## src/hw/rtl/domino_tiling_counter_defines.svh

```systemverilog
// ----------------------------------------------------------------------------
// Domino tiling counter assertion macros
// Shared concurrent assertion forms, clocked on clk_i and off during reset.
// ----------------------------------------------------------------------------
`ifndef DOMINO_TILING_COUNTER_DEFINES_SVH
`define DOMINO_TILING_COUNTER_DEFINES_SVH

// Condition holds at every clock edge.
`define DTC_ASSERT_ALWAYS(lbl, cond, msg) \
  lbl: assert property (@(posedge clk_i) disable iff (!rst_ni) (cond)) else $error(msg);

// Antecedent at one edge implies consequent at the next edge.
`define DTC_ASSERT_NEXT(lbl, ante, cons, msg) \
  lbl: assert property (@(posedge clk_i) disable iff (!rst_ni) (ante) |=> (cons)) \
    else $error(msg);

`endif

```

## src/hw/rtl/dtc_pkg.sv

```systemverilog
// ----------------------------------------------------------------------------
// Domino tiling counter package
// Sizes, command and status bundles, and the row profile compatibility test.
// ----------------------------------------------------------------------------
package dtc_pkg;

  localparam int MAX_COLS  = 11;
  localparam int MAX_ROWS  = 11;
  localparam int MASK_W    = MAX_COLS;
  localparam int SIZE_W    = 4;
  localparam int COUNT_W   = 63;
  localparam int ADDR_W    = MASK_W + 1;
  localparam int MEM_DEPTH = 2 ** ADDR_W;

  localparam logic [COUNT_W-1:0] COUNT_MAX = {COUNT_W{1'b1}};

  typedef struct packed {
    logic load;
    logic seed;
    logic scan;
    logic next_row;
    logic ans_rd;
    logic ans_cap;
  } cmd_t;

  typedef struct packed {
    logic size_ok;
    logic cur_last;
    logic prev_last;
    logic row_done;
  } status_t;

  // Every column covered, and each run of vertical-over-vertical bits pairs up.
  function automatic logic fits(input logic [MASK_W-1:0] cur,
                                input logic [MASK_W-1:0] prev,
                                input logic [MASK_W-1:0] full);
    logic [MASK_W-1:0] both;
    logic [MASK_W:0]   both_x;
    logic              pstart;
    logic              st;
    logic              ok;
    both   = cur & prev & full;
    both_x = {1'b0, both};
    pstart = 1'b0;
    ok     = (((cur | prev) & full) == full);
    for (int i = 0; i < MASK_W; i++) begin
      st = both_x[i] & ~pstart;
      if (st && !both_x[i+1]) begin
        ok = 1'b0;
      end
      pstart = st;
    end
    return ok;
  endfunction

endpackage

```

## src/hw/rtl/dtc_ctrl.sv

```systemverilog
// ----------------------------------------------------------------------------
// Domino tiling counter controller
// Sequences seeding, row scans, answer read and result handoff.
// ----------------------------------------------------------------------------
`include "domino_tiling_counter_defines.svh"

module dtc_ctrl
  import dtc_pkg::*;
(
  input  logic    clk_i,
  input  logic    rst_ni,
  input  logic    in_valid_i,
  output logic    in_stall_o,
  output logic    out_valid_o,
  input  logic    out_stall_i,
  input  status_t status_i,
  output cmd_t    cmd_o
);

  localparam logic [2:0] S_IDLE  = 3'd0;
  localparam logic [2:0] S_START = 3'd1;
  localparam logic [2:0] S_SEED  = 3'd2;
  localparam logic [2:0] S_CHECK = 3'd3;
  localparam logic [2:0] S_SCAN  = 3'd4;
  localparam logic [2:0] S_DRAIN = 3'd5;
  localparam logic [2:0] S_ANSRD = 3'd6;
  localparam logic [2:0] S_CAP   = 3'd7;

  logic [2:0] state_q, state_d;
  logic       out_valid_q, out_valid_d;
  logic       out_busy;

  assign in_stall_o  = (state_q != S_IDLE);
  assign out_valid_o = out_valid_q;
  assign out_busy    = out_valid_q && out_stall_i;

  always_comb begin
    state_d = state_q;
    cmd_o   = '0;
    unique case (state_q)
      S_IDLE: begin
        if (in_valid_i) begin
          cmd_o.load = 1'b1;
          state_d    = S_START;
        end
      end
      S_START: begin
        state_d = status_i.size_ok ? S_SEED : S_CAP;
      end
      S_SEED: begin
        cmd_o.seed = 1'b1;
        if (status_i.cur_last) begin
          state_d = S_CHECK;
        end
      end
      S_CHECK: begin
        state_d = status_i.row_done ? S_ANSRD : S_SCAN;
      end
      S_SCAN: begin
        cmd_o.scan = 1'b1;
        if (status_i.cur_last && status_i.prev_last) begin
          state_d = S_DRAIN;
        end
      end
      S_DRAIN: begin
        cmd_o.next_row = 1'b1;
        state_d        = S_CHECK;
      end
      S_ANSRD: begin
        cmd_o.ans_rd = 1'b1;
        state_d      = S_CAP;
      end
      S_CAP: begin
        if (!out_busy) begin
          cmd_o.ans_cap = 1'b1;
          state_d       = S_IDLE;
        end
      end
      default: begin
        state_d = S_IDLE;
      end
    endcase
  end

  always_comb begin
    out_valid_d = out_valid_q;
    if (cmd_o.ans_cap) begin
      out_valid_d = 1'b1;
    end else if (out_valid_q && !out_stall_i) begin
      out_valid_d = 1'b0;
    end
  end

  always_ff @(posedge clk_i or negedge rst_ni) begin
    if (!rst_ni) begin
      state_q     <= S_IDLE;
      out_valid_q <= 1'b0;
    end else begin
      state_q     <= state_d;
      out_valid_q <= out_valid_d;
    end
  end

  `DTC_ASSERT_ALWAYS(a_cmd_onehot,
    $onehot0({cmd_o.load, cmd_o.seed, cmd_o.scan, cmd_o.next_row, cmd_o.ans_rd, cmd_o.ans_cap}),
    "controller issued overlapping commands")
  `DTC_ASSERT_ALWAYS(a_work_needs_size, !(cmd_o.seed || cmd_o.scan) || status_i.size_ok,
    "profile work started on an invalid board size")
  `DTC_ASSERT_NEXT(a_cap_shows_result, cmd_o.ans_cap, out_valid_o,
    "captured result not presented")

endmodule

```

## config.mk

```make
export PLATFORM = sky130hd
export DESIGN_NAME = dtc_ctrl
export DESIGN_NICKNAME = d
export VERILOG_FILES = /design/src/hw/rtl/dtc_pkg.sv /design/src/hw/rtl/dtc_ctrl.sv
export VERILOG_INCLUDE_DIRS = /design/src /design/src/hw/rtl
export SDC_FILE = /design/constraint.sdc
export NUM_CORES = 1
export LEC_CHECK = 0
export ABC_AREA = 1
export BUFFER_PORTS_ARGS = -buffer_cell sky130_fd_sc_hd__buf_4
export CAP_MARGIN = 20
export CORE_AREA = 2 2 39 41
export DETAILED_ROUTE_END_ITERATION = 10
export DIE_AREA = 0 0 41 43
export GPL_TIMING_DRIVEN = 0
export SLEW_MARGIN = 40
export SYNTH_ARGS = -nofsm -noshare
export SYNTH_HDL_FRONTEND = slang
export SYNTH_SLANG_ARGS = --single-unit
```

## constraint.sdc

```tcl
create_clock -name clk_i -period 1.65 [get_ports clk_i]
set_clock_uncertainty 0.1 [all_clocks]
set_input_delay 0.165 -clock clk_i [delete_from_list [all_inputs] [get_ports clk_i]]
set_output_delay 0.165 -clock clk_i [all_outputs]
set_load 0.005 [all_outputs]
```

==> summary.md, run 1 <==
| Metric | Value |
|---|---|
| Min cycle time layout | `1.53 ns` |
| RSZ-0062 raised after global routing | `false` |
| EDFF count, synth | `0` |
| Clock Tree Root | `clkbuf_4` |
| CTS tree | `done` |
| Setup TNS | `0 ns` |
| Via count | `334` |
| GRT Util Overall | `9.78%` |
| CP Capture Type | `primary output` |
| Finished Layout Cells | `85` |
| Clock sink count | `4` |
| Power consumption | `0.793 mW` |
| Synth-to-layout area growth | `54.0%` |
| Delay of the slowest cell on the worst path | `0.46 ns` |
| Worst-Skew Late Latency | `0.23 ns` |
| Hpwl dp | `544 um` |
| Ratio of cells with drive above 1 in the final layout | `37.7%` |
| Critical Path RT | `1.38 ns` |
| Critical Setup Path Class | `reg2out` |
| Die area | `1760 sq um` |
| Switching share of power | `44.5%` |
| GRT met2 Usage | `12.5%` |
| Drt wl/cell | `7.86 um` |
| CP max stage cell | `dfrtp_1` |
| Cell Pwr Density | `1660 nW/um^2` |
| Post-synth top cells | `nand2_1 (15), inv_1 (9), nor2_1 (7), dfrtp_1 (4)` |
| Starting Density | `22.4%` |
| Setup bufs post-CTS | `0` |
| Post-synthesis sequential area ratio | `32.3%` |
| Row count | `14` |
| Status | `completed` |
| Worst-case clock buffer depth | `2` |
| Synth Cell Area | `310 sq um` |
| Final wirelength | `668 um` |
| Area contributors post-synth | `dfrtp_1 (32%), nand2_1 (18%), inv_1 (11%)` |
| # Max-Cap Violations | `0` |
| CTS H-tree depth | `1` |
| Max_slew headroom | `84.6%` |
| TritonRoute pass-1 iters | `4` |
| Core area | `1380 sq um` |
| Ports | `16` |
| Leakage power | `0.281 nW` |
| Seq cells post-synth | `4` |
| Worst hold path class | `in2reg` |
| # setup viols final | `0` |
| Pint | `0.440 mW` |
| DRT iter0 DRCs | `2` |
| Vias in the first global route | `287` |
| Initial antenna violation count | `0` |
| Fmax | `0.652 GHz` |
| Combinational power share | `57.3%` |
| I/O Buffers | `15` |
| GRT met1 Usage | `12.7%` |
| CP Max Fanout | `7` |
| Net Count, Synth | `58` |
| Global route overflow | `0` |
| Vias per inst | `3.93` |
| Final Net Count | `79` |
| Largest net degree at the start of global routing | `10` |
| Placed insts | `81` |
| FFs w/ async S/R, synth | `100%` |
| Synth area leader | `dfrtp_1` |
| Total CTS buffers | `3` |
| Number of remaining DRC errors | `0` |
| Hold Path Stages | `3` |
| CP cell instances | `nand2_1 > nor2_4 > inv_1 > nor2_1 > buf_4 > buf_4` |
| Die Wd | `41 um` |
| Critical path arrival | `1.27 ns` |
| Actual slew at the worst max-slew pin | `0.231 ns` |
| R2r worst-path depth | `7` |
| Tcrit/Tclk final | `92.9%` |
| Clock share of power | `14.6%` |
| Pins Over Slew Limit | `0` |
| Flop pwr share | `28.1%` |
| Post-synth top area share | `32.3%` |
| Hold slack | `0.0604 ns` |
| Global-route wire length before repair | `1120 um` |
| Most used flip-flop cell after synthesis | `dfrtp_1` |
| Count of unique library cells instantiated by Yosys | `16` |
| Die height | `43 um` |
| M3 GR Usage | `3.14%` |
| Diode count | `0` |
| Mapped Cells | `50` |
| Most Used Layer, Global Route | `met1` |
| Post-DRT Antenna Nets | `0` |
| Yosys warns | `0` |
| Switch Pwr | `0.353 mW` |
| Top-count cell post-synth | `nand2_1` |
| Synth Area per Inst | `6.21 sq um` |
| Maximum vdd drop | `0.631 mV` |
| Critical Path Most Common Cell | `buf_4` |
| Crit path launch type | `register` |
| Clock slew at reported path FFs | `0.03 ns` |
| Hold Fails Final Rpt | `0` |
| Final GP Congestion | `0.679` |
metal layers:
layer / vias to the layer above / wire length, um
li1: 188 / -
met1: 142 / 265
met2: 4 / 380
met3: 0 / 22
met4: 0 / 0
met5: - / 0
path summary, 6_finish.rpt:
check / startpoint / to / slack [ns]
min in group asynchronous: rst_ni / state_q[2]$_DFFE_PN0P_ / 0.17
max: state_q[0]$_DFFE_PN0P_ / cmd_o[0] / 0.12
max in group asynchronous: rst_ni / state_q[0]$_DFFE_PN0P_ / 1.18
min reg2reg: out_valid_o$_DFFE_PN0P_ / out_valid_o$_DFFE_PN0P_ / 0.39
min: out_stall_i / out_valid_o$_DFFE_PN0P_ / 0.06
max reg2reg: state_q[2]$_DFFE_PN0P_ / state_q[2]$_DFFE_PN0P_ / 0.42
worst max-delay path, delay by kind of cell (launching register included):
kind / cells / cell delay [ns]
buf+inv: 3 / 0.25
simple gates: 3 / 0.33
flops: 1 / 0.46
cell type report:
cell class / count / area [sq um]
Timing Repair Buffer: 16 / 123
Inverter: 10 / 37.5
Fill cell: 153 / 906
Sequential cell: 4 / 100
Buffer: 1 / 7.51
Multi-Input combinational cell: 35 / 168
Clock buffer: 3 / 22.5
Tap cell: 16 / 20.0
cell families (layout without fill, tap and decap cells):
group / after synthesis / after routing / share of synthesized area, %
flip-flops: 4 / 4 / 32.3
buffers and inverters: 11 / 30 / 14.5
AO/OA/AOI/OAI: 4 / 4 / 7.25
AND/OR/NAND/NOR: 31 / 31 / 46.0
metrics by stage:
step	utilization, %	instance area [sq um]	setup WS, ns
3_5_place_dp	32.0	443	0.356
4_1_cts	34.4	475	0.0978
2_1_floorplan	-	310	0.476
3_3_place_gp	32.0	443	0.363
6_report	34.5	478	0.116
5_1_grt	34.5	478	0.00894
flip-flops by register name, summed over array words and instances, names as in the netlist:
register and count:
out_valid_o 1, state_q 3
power by group through the flow:
stage,Combinational [mW],Sequential (mW),Clock [mW]
2_1_floorplan,0.296,0.206,0
3_5_place_dp,0.459,0.220,0
6_report,0.455,0.223,0.115
3_3_place_gp,0.452,0.220,0
5_1_grt,0.534,0.233,0.133
4_1_cts,0.463,0.219,0.125
layout by cell type, fill, tap and decap left out, types with 2 or more instances in the layout:
master / Yosys / layout
clkbuf_4: 0 / 3
nor2_2: 1 / 2
nand2_1: 15 / 15
inv_1: 9 / 9
dfrtp_1: 4 / 4
nand2_2: 2 / 2
buf_4: 1 / 16
nor3_1: 2 / 2
nor2_1: 7 / 6
nand3_1: 2 / 2
repair_timing:
| action | in CTS | in global routing |
|---|---|---|
| hold buffers | 1 | 0 |
| hold endpoints to repair | 4 | 0 |
| endpoints found under the setup margin | 0 | 1 |
| resized for setup | 0 | 1 |
Note: power is estimated with default switching activity, not from simulation.
==> run 2, diff against run 1 <==
--- a/config.mk
+++ b/config.mk
@@ -6,7 +6,7 @@
 export SDC_FILE = /design/constraint.sdc
 export NUM_CORES = 1
 export LEC_CHECK = 0
-export ABC_AREA = 1
+export ABC_AREA = 0
 export BUFFER_PORTS_ARGS = -buffer_cell sky130_fd_sc_hd__buf_4
 export CAP_MARGIN = 20
 export CORE_AREA = 2 2 39 41
==> run 2 against run 1 <==
Routed wire length decreased by 6.3%. Sequential power shrank 15%. Hold slack improved by 0.024 ns. Total power decreased by 4.5%. Setup slack improved by 0.015 ns. Register-to-register slack better by 0.06 ns. Combinational power down 1%. Synthesized area shrank 8.1%. Core utilization fell by 2.0 points. Die area unchanged. Maximum frequency grew 0.98%.
==> summary.md, run 2 <==
| Metric | Value |
|---|---|
| Power consumption | `0.758 mW` |
| Area contributors post-synth | `dfrtp_1 (35%), nor3b_1 (5.3%), o21a_1 (5.3%)` |
| # setup viols final | `0` |
| Hpwl dp | `470 um` |
| Die area | `1760 sq um` |
| Row count | `14` |
| Number of remaining DRC errors | `0` |
| Ratio of cells with drive above 1 in the final layout | `46.2%` |
| Largest net degree at the start of global routing | `11` |
| Vias in the first global route | `230` |
| Post-DRT Antenna Nets | `0` |
| DRT iter0 DRCs | `3` |
| Diode count | `0` |
| Leakage power | `0.219 nW` |
| Synth Cell Area | `285 sq um` |
| Setup TNS | `0 ns` |
| Maximum vdd drop | `0.626 mV` |
| Status | `completed` |
| Clock slew at reported path FFs | `0.04 ns` |
| Most frequent cells in the layout | `buf_4 (16), dfrtp_1 (4), nand2_1 (3), nor2_1 (3), clkbuf_4 (3)` |
| Vias per inst | `4.38` |
| Drt wl/cell | `9.21 um` |
| Synth Area per Inst | `8.64 sq um` |
| Min cycle time layout | `1.52 ns` |
| Starting Density | `20.6%` |
| Global-route wire length before repair | `883 um` |
| Hold Path Stages | `3` |
| Hold Fails Final Rpt | `0` |
| Post-synth top cells | `dfrtp_1 (4), nand2_1 (3), nor2_1 (3)` |
| # Max-Cap Violations | `0` |
| Flop pwr share | `25.1%` |
| Seq cells post-synth | `4` |
| CP Capture Point | `cmd_o[0]` |
| CTS H-tree depth | `1` |
| I/O Buffers | `15` |
| R2r setup slk | `0.48 ns` |
| Final GP Congestion | `0.739` |
| Clock Tree Root | `clkbuf_4` |
| Net Count, Synth | `41` |
| Critical Path RT | `1.38 ns` |
| Crit path launch type | `register` |
| Max_slew headroom | `78.8%` |
| Global route overflow | `0` |
| Place WS | `0.353 ns` |
| Post-synth top area share | `35.1%` |
| RR Endpoint | `state_q[0]$_DFFE_PN0P_` |
| Critical Setup Path Class | `reg2out` |
| Worst hold path class | `in2reg` |
| Most used flip-flop cell after synthesis | `dfrtp_1` |
| Switch Pwr | `0.272 mW` |
| Combinational power share | `59.2%` |
| Clock share of power | `15.7%` |
| Ports | `16` |
| Largest register FFs | `3` |
| Core area | `1380 sq um` |
| Actual slew at the worst max-slew pin | `0.314 ns` |
| Count of unique library cells instantiated by Yosys | `21` |
| R2r worst-path depth | `4` |
| Biggest register | `state_q` |
| GRT Util Overall | `7.36%` |
| PnR worst setup slack | `0.131 ns` |
| Tcrit/Tclk final | `92.0%` |
| Synth-to-layout area growth | `57.9%` |
| FF-to-FF Start | `state_q[2]$_DFFE_PN0P_` |
| Cell Pwr Density | `1680 nW/um^2` |
| Top-count cell post-synth | `dfrtp_1` |
| Worst-Skew Late Latency | `0.23 ns` |
| RSZ-0062 raised after global routing | `false` |
| CP startpoint | `state_q[2]$_DFFE_PN0P_` |
| Final Net Count | `62` |
| Total CTS buffers | `3` |
| Switching share of power | `35.9%` |
| TritonRoute pass-1 iters | `4` |
| CP Capture Type | `primary output` |
| Mapped Cells | `33` |
| Clock sink count | `4` |
| Pint | `0.486 mW` |
| Final wirelength | `626 um` |
| Commonest non-fill, non-tap cell in the layout | `buf_4` |
| EDFF count, synth | `0` |
| Yosys warns | `0` |
| FFs w/ async S/R, synth | `100%` |
| CTS tree | `done` |
| Via count | `298` |
| Die height | `43 um` |
| Hold wc startpoint | `out_stall_i` |
| Critical path arrival | `1.25 ns` |
| Fmax | `0.658 GHz` |
| Post-synthesis sequential area ratio | `35.1%` |
| Setup bufs post-CTS | `0` |
| Synth area leader | `dfrtp_1` |
| Worst-case clock buffer depth | `2` |
| CP Max Fanout | `10` |
| Die Wd | `41 um` |
| Pins Over Slew Limit | `0` |
| Initial antenna violation count | `0` |
run 2: changes by cell type in the layout (fill, tap and decap cells not counted), moves of 2 or more:
| cell | previous run | this run |
|---|---|---|
| nand2_1 | 15 | 3 |
| inv_1 | 9 | 2 |
| nor2_1 | 6 | 3 |
| buf_2 | 0 | 2 |
| nand2_2 | 2 | 0 |
| nor2_2 | 2 | 0 |
| nor3_1 | 2 | 0 |
| nor3b_1 | 0 | 2 |
| o21a_1 | 0 | 2 |
run 2: what timing repair did:
| item | CTS | global route |
|---|---|---|
| endpoints found under the hold margin | 4 | 0 |
| hold buffers | 1 | 0 |
| gates resized for setup | 0 | 0 |
run 2: through the flow:
step / hold slack (ns) / util (%) / instances / instance area, sq um
final: 0.0843 / 32.5 / 68 / 450
after floorplan: -0.231 / - / 33 / 285
after detailed placement: -0.138 / 30.2 / 64 / 418
after global placement: -0.138 / 30.2 / 64 / 418
after global routing: 0.103 / 32.5 / 68 / 450
after CTS: 0.0810 / 32.5 / 68 / 450
run 2: layout make-up:
cell class | instances | area, sq um
Multi-Input combinational cell | 23 | 149
Tap cell | 16 | 20.0
Sequential cell | 4 | 100
Timing Repair Buffer | 16 | 123
Buffer | 4 | 28.8
Clock buffer | 3 | 22.5
Fill cell | 164 | 933
Inverter | 2 | 7.51
run 2: critical path, cell delays in order, from the launching register on:
cell     delay, ns
dfrtp_1       0.42
buf_6         0.16
nand3_1       0.10
a21oi_1       0.13
buf_4         0.11
buf_4         0.09
run 2: power by group through the flow:
stage	combinational, mW	clock, mW	sequential (mW)
after floorplan	0.299	0	0.183
after CTS	0.458	0.125	0.192
final	0.449	0.119	0.190
after global routing	0.499	0.130	0.203
after detailed placement	0.454	0	0.192
after global placement	0.454	0	0.191
run 2: cell families after synthesis:
| family | count (synthesis) | synth area share (%) |
|---|---|---|
| flops | 4 | 35.1 |
| compound gates | 8 | 20.6 |
| buf+inv | 6 | 12.7 |
| mux | 1 | 3.95 |
| simple gates | 14 | 27.6 |
run 2: worst min-delay path by stage:
stage	to
3_5_place_dp	state_q[2]$_DFFE_PN0P_
3_3_place_gp	state_q[2]$_DFFE_PN0P_
6_report	out_valid_o$_DFFE_PN0P_
2_1_floorplan	out_valid_o$_DFFE_PN0P_
5_1_grt	out_valid_o$_DFFE_PN0P_
4_1_cts	out_valid_o$_DFFE_PN0P_
run 2: routing by layer:
metal  GRT usage, %  routed length, um
met5              0                  0
met4              0                  0
met3           6.28                 72
met2           9.69                262
met1           9.77                291
